File: src/hw/rtl/swc_pkg.sv
// ----------------------------------------------------------------------------
// swc_pkg: shared types and constants of the scanline window composer
// Register codes, display modes, pixel kinds and the structs that travel
// between the configuration block and the pipeline stages.
// ----------------------------------------------------------------------------
package swc_pkg;

  localparam int ROW_W    = 9;
  localparam int COL_W    = 9;
  localparam int DIM_W    = 10;
  localparam int SHIFT_W  = 11;
  localparam int ADDR_W   = 20;
  localparam int CFG_AW   = 5;
  localparam int CFG_DW   = 32;

  // Division by three of a value below 1024 as a multiply and a shift.
  localparam int DIV3_MUL   = 683;
  localparam int DIV3_SHIFT = 11;

  localparam logic [DIM_W-1:0] RST_SOURCE_WIDTH  = 10'd320;
  localparam logic [DIM_W-1:0] RST_SOURCE_HEIGHT = 10'd240;

  typedef enum logic [1:0] {
    MODE_DEFAULT   = 2'd0,
    MODE_NARROW    = 2'd1,
    MODE_NARROW_43 = 2'd2,
    MODE_FRAME     = 2'd3
  } mode_t;

  typedef enum logic [1:0] {
    KIND_BLANK  = 2'd0,
    KIND_SOURCE = 2'd1,
    KIND_FRAME  = 2'd2
  } kind_t;

  typedef enum logic [2:0] {
    REG_MODE           = 3'd0,
    REG_SOURCE_WIDTH   = 3'd1,
    REG_SOURCE_HEIGHT  = 3'd2,
    REG_SHIFT_X        = 3'd3,
    REG_SHIFT_Y        = 3'd4,
    REG_SOURCE_PRESENT = 3'd5,
    REG_FRAME_PRESENT  = 3'd6
  } reg_idx_t;

  typedef struct packed {
    mode_t                     mode;
    logic [DIM_W-1:0]          source_width;
    logic [DIM_W-1:0]          source_height;
    logic signed [SHIFT_W-1:0] shift_x;
    logic signed [SHIFT_W-1:0] shift_y;
    logic                      source_present;
    logic                      frame_present;
  } cfg_t;

  typedef struct packed {
    logic [COL_W-1:0]  col;
    logic              row_ok;
    logic [DIM_W-1:0]  srow;
    logic [ADDR_W-1:0] frame_addr;
  } row_info_t;

endpackage

File: src/hw/rtl/swc_ifs.sv
// ----------------------------------------------------------------------------
// swc_ifs: stream channels of the scanline window composer
// The pixel position channel and the pixel source channel, each with
// valid, ready and its payload.
// ----------------------------------------------------------------------------
interface swc_in_if;
  logic                       valid;
  logic                       ready;
  logic [swc_pkg::ROW_W-1:0]  line_row;
  logic [swc_pkg::COL_W-1:0]  pixel_column;

  modport source(output valid, line_row, pixel_column, input ready);
  modport sink(input valid, line_row, pixel_column, output ready);
endinterface

interface swc_out_if;
  logic                       valid;
  logic                       ready;
  logic [1:0]                 pixel_kind;
  logic [swc_pkg::ADDR_W-1:0] fetch_address;

  modport source(output valid, pixel_kind, fetch_address, input ready);
  modport sink(input valid, pixel_kind, fetch_address, output ready);
endinterface

File: src/hw/rtl/swc_cfg_regs.sv
// ----------------------------------------------------------------------------
// swc_cfg_regs: configuration registers
// APB-style register file holding the mode, source geometry, shifts and
// buffer presence flags.
// ----------------------------------------------------------------------------
module swc_cfg_regs (
  input  logic                       clk,
  input  logic                       rst_n,
  input  logic                       psel,
  input  logic                       penable,
  input  logic                       pwrite,
  input  logic [swc_pkg::CFG_AW-1:0] paddr,
  input  logic [swc_pkg::CFG_DW-1:0] pwdata,
  output logic [swc_pkg::CFG_DW-1:0] prdata,
  output logic                       pready,
  output swc_pkg::cfg_t              cfg
);
  import swc_pkg::*;

  cfg_t     cfg_r;
  cfg_t     cfg_nxt;
  reg_idx_t idx;
  logic     wr_en;

  assign idx    = reg_idx_t'(paddr[CFG_AW-1:2]);
  assign wr_en  = psel && penable && pwrite;
  assign pready = 1'b1;
  assign cfg    = cfg_r;

  always_comb begin
    cfg_nxt = cfg_r;
    if (wr_en) begin
      unique case (idx)
        REG_MODE:           cfg_nxt.mode           = mode_t'(pwdata[1:0]);
        REG_SOURCE_WIDTH:   cfg_nxt.source_width   = pwdata[DIM_W-1:0];
        REG_SOURCE_HEIGHT:  cfg_nxt.source_height  = pwdata[DIM_W-1:0];
        REG_SHIFT_X:        cfg_nxt.shift_x        = $signed(pwdata[SHIFT_W-1:0]);
        REG_SHIFT_Y:        cfg_nxt.shift_y        = $signed(pwdata[SHIFT_W-1:0]);
        REG_SOURCE_PRESENT: cfg_nxt.source_present = pwdata[0];
        REG_FRAME_PRESENT:  cfg_nxt.frame_present  = pwdata[0];
        default: begin
        end
      endcase
    end
  end

  always_comb begin
    unique case (idx)
      REG_MODE:           prdata = CFG_DW'(cfg_r.mode);
      REG_SOURCE_WIDTH:   prdata = CFG_DW'(cfg_r.source_width);
      REG_SOURCE_HEIGHT:  prdata = CFG_DW'(cfg_r.source_height);
      REG_SHIFT_X:        prdata = CFG_DW'($unsigned(cfg_r.shift_x));
      REG_SHIFT_Y:        prdata = CFG_DW'($unsigned(cfg_r.shift_y));
      REG_SOURCE_PRESENT: prdata = CFG_DW'(cfg_r.source_present);
      REG_FRAME_PRESENT:  prdata = CFG_DW'(cfg_r.frame_present);
      default:            prdata = '0;
    endcase
  end

  always_ff @(posedge clk) begin
    if (!rst_n) begin
      cfg_r.mode           <= MODE_DEFAULT;
      cfg_r.source_width   <= RST_SOURCE_WIDTH;
      cfg_r.source_height  <= RST_SOURCE_HEIGHT;
      cfg_r.shift_x        <= '0;
      cfg_r.shift_y        <= '0;
      cfg_r.source_present <= 1'b0;
      cfg_r.frame_present  <= 1'b0;
    end else begin
      cfg_r <= cfg_nxt;
    end
  end

endmodule

File: src/hw/rtl/swc_row_stage.sv
// ----------------------------------------------------------------------------
// swc_row_stage: input register and row resolution
// Registers the incoming pixel position, scales and shifts the row, checks it
// against the source height and forms the framebuffer address.
// ----------------------------------------------------------------------------
module swc_row_stage #(
  parameter int LINE_PIXELS = 320
) (
  input  logic                 clk,
  input  logic                 rst_n,
  input  swc_pkg::cfg_t        cfg,
  swc_in_if.sink               in_bus,
  output logic                 mid_valid,
  input  logic                 mid_ready,
  output swc_pkg::row_info_t   mid
);
  import swc_pkg::*;

  logic               in_v_r;
  logic [ROW_W-1:0]   row_r;
  logic [COL_W-1:0]   col_r;
  logic               mid_v_r;
  row_info_t          mid_r;
  row_info_t          mid_nxt;
  logic               in_adv;
  logic [ADDR_W-1:0]  div_prod;
  logic [ROW_W-1:0]   scaled;
  logic signed [DIM_W+1:0] srow;

  assign in_adv       = !mid_v_r || mid_ready;
  assign in_bus.ready = !in_v_r || in_adv;
  assign mid_valid    = mid_v_r;
  assign mid          = mid_r;

  always_comb begin
    div_prod = ADDR_W'({row_r, 1'b0}) * ADDR_W'(DIV3_MUL);
    if (cfg.mode == MODE_NARROW_43) begin
      scaled = div_prod[DIV3_SHIFT +: ROW_W];
    end else begin
      scaled = row_r;
    end
    srow = $signed({3'b000, scaled}) - $signed({cfg.shift_y[SHIFT_W-1], cfg.shift_y});
    mid_nxt.col        = col_r;
    mid_nxt.row_ok     = !srow[DIM_W+1] && (srow[DIM_W:0] < {1'b0, cfg.source_height});
    mid_nxt.srow       = srow[DIM_W-1:0];
    mid_nxt.frame_addr = ADDR_W'(row_r) * ADDR_W'(LINE_PIXELS) + ADDR_W'(col_r);
  end

  always_ff @(posedge clk) begin
    if (!rst_n) begin
      in_v_r  <= 1'b0;
      mid_v_r <= 1'b0;
    end else begin
      if (in_bus.ready) begin
        in_v_r <= in_bus.valid;
      end
      if (in_adv) begin
        mid_v_r <= in_v_r;
      end
    end
  end

  always_ff @(posedge clk) begin
    if (in_bus.ready && in_bus.valid) begin
      row_r <= in_bus.line_row;
      col_r <= in_bus.pixel_column;
    end
    if (in_adv && in_v_r) begin
      mid_r <= mid_nxt;
    end
  end

endmodule

File: src/hw/rtl/swc_addr_stage.sv
// ----------------------------------------------------------------------------
// swc_addr_stage: window placement and result register
// Places the source window on the line, decides the pixel kind, forms the
// fetch address and holds the result beat until it is taken.
// ----------------------------------------------------------------------------
module swc_addr_stage #(
  parameter int LINE_PIXELS  = 320,
  parameter int NARROW_WIDTH = 160,
  parameter int NARROW_START = 48
) (
  input  logic                 clk,
  input  logic                 rst_n,
  input  swc_pkg::cfg_t        cfg,
  input  logic                 up_valid,
  output logic                 up_ready,
  input  swc_pkg::row_info_t   up,
  swc_out_if.source            out_bus
);
  import swc_pkg::*;

  localparam int XW = $clog2(LINE_PIXELS + 1025) + 1;

  logic              out_v_r;
  logic [1:0]        kind_r;
  logic [1:0]        kind_nxt;
  logic [ADDR_W-1:0] addr_r;
  logic [ADDR_W-1:0] addr_nxt;

  logic              doubled;
  logic [XW-1:0]     lp;
  logic [XW-1:0]     pixels;
  logic [XW-1:0]     outw_raw;
  logic [XW-1:0]     outw;
  logic [XW-1:0]     room;
  logic [XW-1:0]     left_sh;
  logic [XW-1:0]     left;
  logic [XW-1:0]     colx;
  logic [XW-1:0]     off;
  logic [XW-1:0]     sx;
  logic              in_win;
  logic              on_line;
  logic [ADDR_W-1:0] start;
  logic [ADDR_W-1:0] row_base;

  assign up_ready      = !out_v_r || out_bus.ready;
  assign out_bus.valid = out_v_r;
  assign out_bus.pixel_kind    = kind_r;
  assign out_bus.fetch_address = addr_r;

  always_comb begin
    doubled = (cfg.mode == MODE_NARROW_43);
    lp      = XW'(LINE_PIXELS);
    if (cfg.mode == MODE_DEFAULT) begin
      pixels = (XW'(cfg.source_width) < lp) ? XW'(cfg.source_width) : lp;
      start  = '0;
    end else begin
      pixels = XW'(NARROW_WIDTH);
      start  = ADDR_W'(NARROW_START);
    end
    outw_raw = doubled ? (pixels << 1) : pixels;
    outw     = (outw_raw > lp) ? lp : outw_raw;
    room     = lp - outw;
    if (!cfg.shift_x[SHIFT_W-1] && (cfg.shift_x != '0)) begin
      left_sh = (room >> 1) + XW'(cfg.shift_x[SHIFT_W-2:0]);
    end else begin
      left_sh = room >> 1;
    end
    left     = (left_sh > room) ? room : left_sh;
    colx     = XW'(up.col);
    on_line  = colx < lp;
    in_win   = (colx >= left) && (colx < left + outw);
    off      = colx - left;
    sx       = doubled ? (off >> 1) : off;
    row_base = ADDR_W'(up.srow) * ADDR_W'(cfg.source_width);

    kind_nxt = KIND_BLANK;
    addr_nxt = '0;
    priority if (!on_line) begin
      kind_nxt = KIND_BLANK;
    end else if (cfg.mode == MODE_FRAME) begin
      if (cfg.frame_present) begin
        kind_nxt = KIND_FRAME;
        addr_nxt = up.frame_addr;
      end
    end else if (cfg.source_present && up.row_ok && in_win) begin
      kind_nxt = KIND_SOURCE;
      addr_nxt = row_base + start + ADDR_W'(sx);
    end else begin
      kind_nxt = KIND_BLANK;
    end
  end

  always_ff @(posedge clk) begin
    if (!rst_n) begin
      out_v_r <= 1'b0;
    end else if (up_ready) begin
      out_v_r <= up_valid;
    end
  end

  always_ff @(posedge clk) begin
    if (up_ready && up_valid) begin
      kind_r <= kind_nxt;
      addr_r <= addr_nxt;
    end
  end

endmodule

File: src/hw/rtl/scanline_window_compose_core.sv
// ----------------------------------------------------------------------------
// scanline_window_compose_core: pixel source resolver for a video line
// Top level joining the configuration registers and the two pipeline stages.
// ----------------------------------------------------------------------------
// Each beat on the input channel names one output pixel by line row and
// column; the block answers with one beat telling whether the pixel is blank,
// a source buffer pixel or a framebuffer pixel, and its byte address. The
// pipeline has three registers (input, row resolution, result), and a beat
// passes through them in that order; one beat is accepted every clock cycle
// as long as the result side keeps taking beats.
// Write the configuration registers only while no beats are in flight.
module scanline_window_compose_core #(
  parameter int LINE_PIXELS  = 320,
  parameter int NARROW_WIDTH = 160,
  parameter int NARROW_START = 48
) (
  input  logic                       clk,
  input  logic                       rst_n,
  swc_in_if.sink                     in_bus,
  swc_out_if.source                  out_bus,
  input  logic                       psel,
  input  logic                       penable,
  input  logic                       pwrite,
  input  logic [swc_pkg::CFG_AW-1:0] paddr,
  input  logic [swc_pkg::CFG_DW-1:0] pwdata,
  output logic [swc_pkg::CFG_DW-1:0] prdata,
  output logic                       pready
);
  import swc_pkg::*;

  cfg_t      cfg;
  row_info_t mid;
  logic      mid_valid;
  logic      mid_ready;

  swc_cfg_regs u_cfg (
    .clk     (clk),
    .rst_n   (rst_n),
    .psel    (psel),
    .penable (penable),
    .pwrite  (pwrite),
    .paddr   (paddr),
    .pwdata  (pwdata),
    .prdata  (prdata),
    .pready  (pready),
    .cfg     (cfg)
  );

  swc_row_stage #(
    .LINE_PIXELS (LINE_PIXELS)
  ) u_row (
    .clk       (clk),
    .rst_n     (rst_n),
    .cfg       (cfg),
    .in_bus    (in_bus),
    .mid_valid (mid_valid),
    .mid_ready (mid_ready),
    .mid       (mid)
  );

  swc_addr_stage #(
    .LINE_PIXELS  (LINE_PIXELS),
    .NARROW_WIDTH (NARROW_WIDTH),
    .NARROW_START (NARROW_START)
  ) u_addr (
    .clk      (clk),
    .rst_n    (rst_n),
    .cfg      (cfg),
    .up_valid (mid_valid),
    .up_ready (mid_ready),
    .up       (mid),
    .out_bus  (out_bus)
  );

endmodule

File: src/flat_wrapper.sv
// flat-port wrapper written by rule: the top's interface ports become plain ports
module scanline_window_compose_core_flat import swc_pkg::*;
#(
  parameter int LINE_PIXELS  = 320,
  parameter int NARROW_WIDTH = 160,
  parameter int NARROW_START = 48
)
  (clk, rst_n, psel, penable, pwrite, paddr, pwdata, prdata, pready, in_bus_valid, in_bus_line_row, in_bus_pixel_column, in_bus_ready, out_bus_valid, out_bus_pixel_kind, out_bus_fetch_address, out_bus_ready);
  swc_in_if in_bus_i ();
  swc_out_if out_bus_i ();
  input  logic clk;
  input  logic rst_n;
  input  logic psel;
  input  logic penable;
  input  logic pwrite;
  input  logic [swc_pkg::CFG_AW-1:0] paddr;
  input  logic [swc_pkg::CFG_DW-1:0] pwdata;
  output logic [swc_pkg::CFG_DW-1:0] prdata;
  output logic pready;
  input wire logic [$bits(in_bus_i.valid)-1:0] in_bus_valid;
  input wire logic [$bits(in_bus_i.line_row)-1:0] in_bus_line_row;
  input wire logic [$bits(in_bus_i.pixel_column)-1:0] in_bus_pixel_column;
  output wire logic [$bits(in_bus_i.ready)-1:0] in_bus_ready;
  output wire logic [$bits(out_bus_i.valid)-1:0] out_bus_valid;
  output wire logic [$bits(out_bus_i.pixel_kind)-1:0] out_bus_pixel_kind;
  output wire logic [$bits(out_bus_i.fetch_address)-1:0] out_bus_fetch_address;
  input wire logic [$bits(out_bus_i.ready)-1:0] out_bus_ready;
  assign in_bus_i.valid = in_bus_valid;
  assign in_bus_i.line_row = in_bus_line_row;
  assign in_bus_i.pixel_column = in_bus_pixel_column;
  assign in_bus_ready = in_bus_i.ready;
  assign out_bus_valid = out_bus_i.valid;
  assign out_bus_pixel_kind = out_bus_i.pixel_kind;
  assign out_bus_fetch_address = out_bus_i.fetch_address;
  assign out_bus_i.ready = out_bus_ready;
  scanline_window_compose_core #(.LINE_PIXELS(LINE_PIXELS), .NARROW_WIDTH(NARROW_WIDTH), .NARROW_START(NARROW_START)) u_core (.clk(clk), .rst_n(rst_n), .in_bus(in_bus_i), .out_bus(out_bus_i), .psel(psel), .penable(penable), .pwrite(pwrite), .paddr(paddr), .pwdata(pwdata), .prdata(prdata), .pready(pready));
endmodule
File: config.mk
export PLATFORM = sky130hd
export DESIGN_NAME = scanline_window_compose_core_flat
export DESIGN_NICKNAME = d
export VERILOG_FILES = /design/src/hw/rtl/swc_pkg.sv /design/src/hw/rtl/swc_ifs.sv /design/src/hw/rtl/swc_cfg_regs.sv /design/src/hw/rtl/swc_row_stage.sv /design/src/hw/rtl/swc_addr_stage.sv /design/src/hw/rtl/scanline_window_compose_core.sv /design/src/flat_wrapper.sv
export SDC_FILE = /design/constraint.sdc
export NUM_CORES = 1
export LEC_CHECK = 0
export BUFFER_PORTS_ARGS = -buffer_cell sky130_fd_sc_hd__buf_2
export CORE_UTILIZATION = 50
export CTS_CLUSTER_SIZE = 20
export DETAILED_ROUTE_END_ITERATION = 12
export HOLD_SLACK_MARGIN = 0.05
export PLACE_DENSITY_LB_ADDON = 0.12
export SYNTH_ARGS = -nofsm -noshare
export SYNTH_HDL_FRONTEND = slang
export SYNTH_SLANG_ARGS = --single-unit
File: constraint.sdc
create_clock -name clk -period 16.6 [get_ports clk]
set_input_delay 1.66 -clock clk [delete_from_list [all_inputs] [get_ports clk]]
set_output_delay 1.66 -clock clk [all_outputs]
set_load 0.02 [all_outputs]
Word level (Yosys, flattened, before mapping)

Index checks and enable logic that the tools add are counted.

$add $sub $neg: 8
$mul: 3
Order comparisons: 7
Eq/ne operators: 8
Mux-type cells: 16
Reduce and logical (&&, ||, !) cells: 28

Operators by type and width:

| kind                                                                  | number |
|---|---|
| 11-bit case mux with 7 select lines                                   | 1 |
| 20-bit 2-to-1 mux                                                     | 3 |
| 12-bit 2-to-1 mux                                                     | 3 |
| 11-bit 2-to-1 mux                                                     | 2 |
| 20-bit by 12-bit adder with 20-bit output                             | 1 |
| 20-bit by 6-bit adder with 20-bit output                              | 1 |
| 10-bit by 10-bit multiplier with 20-bit output                        | 1 |
| 10-bit 2-to-1 mux                                                     | 2 |
| 18-bit by 9-bit adder with 19-bit output                              | 1 |
| 9-bit by 10-bit multiplier with 19-bit output, second input constant  | 1 |
| 2-bit AND reduction                                                   | 7 |
| 11-bit by 10-bit adder with 12-bit output                             | 1 |
| 12-bit by 11-bit adder with 12-bit output                             | 1 |
| 9-bit by 12-bit >= comparator with 1-bit output                       | 1 |
| 12-bit > comparator                                                   | 1 |
| 9-bit by 12-bit < comparator with 1-bit output                        | 1 |
| 9-bit by 3-bit multiplier with 12-bit output, second input constant   | 1 |
| 10-bit by 11-bit subtractor with 12-bit output                        | 1 |
| 9-bit by 11-bit subtractor with 12-bit output, first input constant   | 1 |
| 9-bit by 12-bit subtractor with 12-bit output                         | 1 |
| 11-bit by 9-bit > comparator with 1-bit output, second input constant | 1 |
| 11-bit by 10-bit < comparator with 1-bit output                       | 1 |
| 11-bit nonzero test                                                   | 1 |
| 1-bit logical AND                                                     | 10 |
| 14 further kinds                                                      | 25 |

Register bits after elaboration: 129
Output and inout bits: 57

Longest topological paths before layout

Depth in word-level cells: 17
Gate-level depth with buffers: 48
Gate-level depth less buffers: 47

Hierarchy

Synthesis repeated with hierarchy kept, for this count alone.

Cell total of the unflattened synthesis: 1,524
Area total of the unflattened synthesis: 13,973.4 sq um

Modules (own cells, without submodules):

| module         | instances | cells each | area each (sq um) |
|---|---|---|---|
| swc_addr_stage | 1         | 833        | 7,108.1 |
| swc_row_stage  | 1         | 439        | 4,570.6 |
| swc_cfg_regs   | 1         | 252        | 2,294.7 |

Worst setup path before layout

Ideal clock, no wire load.

Path kind: reg-to-reg
Start: register u_core.u_cfg.cfg_r (netlist bit u_core.u_cfg.cfg[43])
End: register u_core.u_addr.addr_r[18], in the netlist u_core.u_addr.out_bus.fetch_address[18] (data pin)
Setup time: 256 ps
Arrival time: 9,603 ps
Required time: 16,344 ps
Path slack: 6,741 ps
Cell stages (with the launch flop): 46
Path buffers: 1
Path through: dfxtp_1 > clkbuf_1 > nor4_4 > nand2_1 > ha_1 > xnor2_1 > inv_1 > fa_1 > a21o_1 > a211oi_2 > nor2_1 > nor2_1 > xnor2_1 > mux2_4 > ha_1 > nand4_1 > nor2_1 > o21ai_1 > [... 10 more ...] > nor2_1 > a31oi_1 > a2bb2oi_1 > ha_1 > fa_1 > inv_1 > fa_1 > fa_1 > inv_1 > ha_1 > o21ai_0 > nor3_1 > a221oi_2 > a21oi_1 > a211o_1 > a21oi_1 > xnor2_1 > a22o_1

Word-level cells in the longest chain between the ends: 17
Elaborated cells on any way between the ends: 23
Classes of those cells: 6 x add/sub; 1 x mul; 5 x order compare; 9 x mux; 2 x reduce/logical

Ends and longest elaborated chain:

| item                                                                                                   | line                  | RTL |
|---|---|---|
| from (decl)                                                                                            | swc_cfg_regs.sv:20    | `cfg_t cfg_r;` |
| from (signal assigned)                                                                                 | swc_cfg_regs.sv:70    | `cfg_r <= cfg_nxt;` |
| parallel branches: the longest is 15 deep, another holds 9-bit by 11-bit subtractor with 12-bit output | --                    |  |
| 20-bit 2-to-1 mux (*)                                                                                  | swc_addr_stage.sv:85  | `end else if (cfg.source_present && up.row_ok && in_win) begin` |
| 20-bit 2-to-1 mux (*)                                                                                  | swc_addr_stage.sv:80  | `end else if (cfg.mode == MODE_FRAME) begin` |
| to (signal assigned)                                                                                   | swc_addr_stage.sv:104 | `addr_r <= addr_nxt;` |
| to (decl)                                                                                              | swc_addr_stage.sv:26  | `logic [ADDR_W-1:0] addr_r;` |

Mark *: on every way between the ends.
A chain may end at the register's enable or synchronous reset.

Final worst setup path

Start: register u_core.u_cfg.cfg_r (netlist bit u_core.u_cfg.cfg[40])
End: register u_core.u_addr.addr_r[18], in the netlist u_core.u_addr.out_bus.fetch_address[18] (data pin)

Same word-level chain as after synthesis.

==> flow_summary.toml <==
[run_status]
status = "complete, no violations"

[setup_path]
ff2ff_path_depth = 44
cp-end-kind = "flop"
critPathSlowestCell = "sky130_fd_sc_hd__a41oi_1"
critPathKind = "reg2reg"
worst_ep_arrival_time_ns = 11.67
startpoint_type = "flop"
critical-path-max-stage-delay_ns = 0.63
critical_path_required_ns = 16.76
critical_path_peak_fanout = 16
timing.critical_path.mode_cell = "sky130_fd_sc_hd__ha_1"

[clock_tree]
cts.path.max_buffers = 2
cts_root_buf = "sky130_fd_sc_hd__clkbuf_16"
cts-buffers-inserted = 17
clk_transition_reported_paths_ns = 0.06
cts_repair_resize_count = 0
clock_tree.htree_level_count = 4
cts_hold_repair.buffers = 0
post_cts_setup_repair_buffer_count = 0
tritoncts = "built"
clock-sinks = 122
clk-insertion-delay-late_ns = 0.41

[synth]
netlist_area_before_placement_sq_um = 13700
synth-async-reset-ratio = 0
synth_top_family_by_area = "adder cells"
average_cell_area_after_synthesis_sq_um = 9.20
synth-adder-area-share = 0.321
synth_warnings = 0
ys_ff_latch = 122
syn-instance-count = 1494
synth_enable_flop_cells = 73
simple_gate_area_share_of_the_yosys_netlist = 0.141
synth.yosys.seq_area_share = 0.231
synth_xor_xnor_area_share = 0.0421
synth_compound_gate_area_share = 0.134
synth.mux.area_fraction = 0.0406
yosys_most_used_dff = "sky130_fd_sc_hd__edfxtp_1"
post_synth_num_cell_types = 88

[die]
core_region_area_sq_um = 27000
floorplan.initialDensity = 0.510
dieWidth_um = 168
row_count = 60
floorplan.die_area_sq_um = 28200
die_height_um = 168
design.portCount = 119

[placed_design]
dp.cells = 1869
place_congestion = 0.839
port-buffer-count = 73
dp_slack_ns = 5.12
detailed_place_hpwl_um = 25800

[power_and_ir_drop]
ir_drop_uv = 66.2
static-leakage-power_uw = 0.00707
total_power_uw = 1280
pwr_density_cell_nw_per_um2 = 85.6

[run]
max_capacitance_violation_total = 0

[global_routing]
overflow_left_after_global_routing = 0
grt_antenna_before_repair = 0
track_usage = 0.243
grt_max_degree = 50
grt_pass1_wl_um = 53400
grt_met2_usage = 0.411
globalRouteMet1Util = 0.332
global_route.usage.met3 = 0.0252
first_global_vias = 10367
grt.busiest_layer = "met2"

[detailed_routing]
wire_per_inst_um = 17.0
routed_via_density = 5.44
drtPass1Iterations = 6
final_antenna_net_count = 0
drt_first_iter_violations = 548
detailroute.via_count = 10336
routed_wirelength_um = 32300
drcViolationCount = 0

[cells_and_area]
antenna_cells = 0
syn_to_layout_area_delta_pct = 8.60
num-nets-final = 1900
n_fill_cell = 2467
final_cell_count_no_fill = 1901
final_layout_size_suffix_gt1_frac = 0.103

[timing]
max_freq_mhz = 86.9
fin_setup_tns_ns = 0
final_max_tran_viols = 0
slew_headroom = 0.179
postLayoutSetupSlackWorst_ns = 5.09
rsz0062_at_grt = "false"
finClkSkew_ns = 0.0130
finalSetupViolations = 0
final_worst_path_period_need_ns = 11.51
transition_time_of_the_tightest_slew_check_pin_ns = 1.22
number_of_hold_slack_violations_in_the_final_timing_report = 0
worst_hold_slack_ns = 0.419
final.period_utilization = 0.694

[worst_hold_path]
hold_path_class = "reg2reg"
holdPathStages = 0
-- report_power, final --
part / internal [uW] / switching, uW
Clock: 219 / 146
Sequential: 338 / 18.3
Combinational: 237 / 319
-- cells in the mapped netlist, types with 17 or more instances --
master                     count  area share
sky130_fd_sc_hd__a21boi_0     23       0.013
sky130_fd_sc_hd__a21o_1       19       0.010
sky130_fd_sc_hd__a21oi_1      59       0.021
sky130_fd_sc_hd__a22o_1       17       0.011
sky130_fd_sc_hd__and2_1       44       0.020
sky130_fd_sc_hd__buf_4        25       0.014
sky130_fd_sc_hd__clkbuf_1     43       0.012
sky130_fd_sc_hd__dfxtp_1      49       0.071
sky130_fd_sc_hd__edfxtp_1     73        0.16
sky130_fd_sc_hd__fa_1        103        0.15
sky130_fd_sc_hd__ha_1        188        0.17
sky130_fd_sc_hd__inv_1       220       0.060
sky130_fd_sc_hd__mux2i_1      32       0.023
sky130_fd_sc_hd__nand2_1     168       0.046
sky130_fd_sc_hd__nor2_1       50       0.014
sky130_fd_sc_hd__nor2b_1      35       0.016
sky130_fd_sc_hd__o21ai_0      49       0.018
sky130_fd_sc_hd__xnor2_1      44       0.028
sky130_fd_sc_hd__xor2_1       22       0.014
-- per-stage QoR --
stage	cell area, sq um	utilization
2_1_floorplan	13800	-
3_3_place_gp	14300	0.532
3_5_place_dp	14300	0.532
4_1_cts	14900	0.554
5_1_grt	14900	0.554
6_report	14900	0.554
-- state kept, by name (all words and copies together), names as in the netlist --
signal,flops
u_core.u_row.mid,33
u_core.u_addr.out_bus.fetch_address,20
u_core.u_row.mid_valid,1
u_core.u_row.col_r,9
u_core.u_cfg.cfg,46
u_core.u_row.in_v_r,1
u_core.u_addr.out_bus.pixel_kind,2
u_core.u_addr.out_bus.valid,1
u_core.u_row.row_r,9
-- path summary, 6_finish.rpt --
path                              start                                      end  slack [ns]
setup / recovery   u_core.u_cfg.cfg[40]  u_core.u_addr.out_bus.fetch_address[18]        5.09
hold / removal    u_core.u_row.col_r[1]                     u_core.u_row.mid[32]        0.42
setup reg to reg   u_core.u_cfg.cfg[40]  u_core.u_addr.out_bus.fetch_address[18]        5.09
hold reg to reg   u_core.u_row.col_r[1]                     u_core.u_row.mid[32]        0.42
-- area by class of cell --
type	count	area, sq um	area share
Clock inverter	13	133	0.00889
Multi-Input combinational cell	1100	9470	0.635
Inverter	227	856	0.0573
Sequential cell	122	3170	0.213
Timing Repair Buffer	79	410	0.0275
Clock buffer	19	454	0.0304
Tap cell	341	427	0.0286
-- critical path: cells and delay by family, from the launching register on --
family | cells | cell delay, ns
XOR/XNOR | 2 | 0.46
AO/OA/AOI/OAI | 19 | 4.64
flip-flops | 1 | 0.55
AND/OR/NAND/NOR | 10 | 1.72
adder cells (fa/ha/maj) | 9 | 3.47
buffers and inverters | 4 | 0.38
-- cells by family (layout without fill, tap and decap cells) --
group	count (synthesis)	after routing
mux	50	50
xor+xnor	66	66
simple gates	391	391
fa+ha+maj	291	291
other cells	2	29
flops	122	122
compound gates	273	273
buf+inv	299	338
-- placed cells by master, fill, tap and decap left out, types with 12 or more instances in the layout --
cell,n
sky130_fd_sc_hd__nand2b_1,12
sky130_fd_sc_hd__mux2_2,12
sky130_fd_sc_hd__ha_1,188
sky130_fd_sc_hd__o21ai_1,15
sky130_fd_sc_hd__inv_1,220
sky130_fd_sc_hd__conb_1,29
sky130_fd_sc_hd__a21o_1,19
sky130_fd_sc_hd__a22o_1,17
sky130_fd_sc_hd__mux2i_1,32
sky130_fd_sc_hd__edfxtp_1,73
sky130_fd_sc_hd__nand2_1,168
sky130_fd_sc_hd__nor2_1,50
sky130_fd_sc_hd__xnor2_1,44
sky130_fd_sc_hd__fa_1,103
sky130_fd_sc_hd__a21boi_0,22
sky130_fd_sc_hd__dfxtp_1,49
sky130_fd_sc_hd__a21oi_1,59
sky130_fd_sc_hd__buf_2,73
sky130_fd_sc_hd__nand3_1,15
sky130_fd_sc_hd__nor3_1,15
sky130_fd_sc_hd__and2_1,44
sky130_fd_sc_hd__o21ai_0,49
sky130_fd_sc_hd__o21a_1,16
sky130_fd_sc_hd__nor2b_1,34
sky130_fd_sc_hd__xor2_1,22
sky130_fd_sc_hd__clkbuf_16,18
-- metal layers --
metal,vias up,wire length [um]
li1,5088,-
met1,5008,15000
met2,208,15500
met3,32,1330
met4,0,491
met5,-,0
Note: power is estimated with default switching activity, not from simulation.
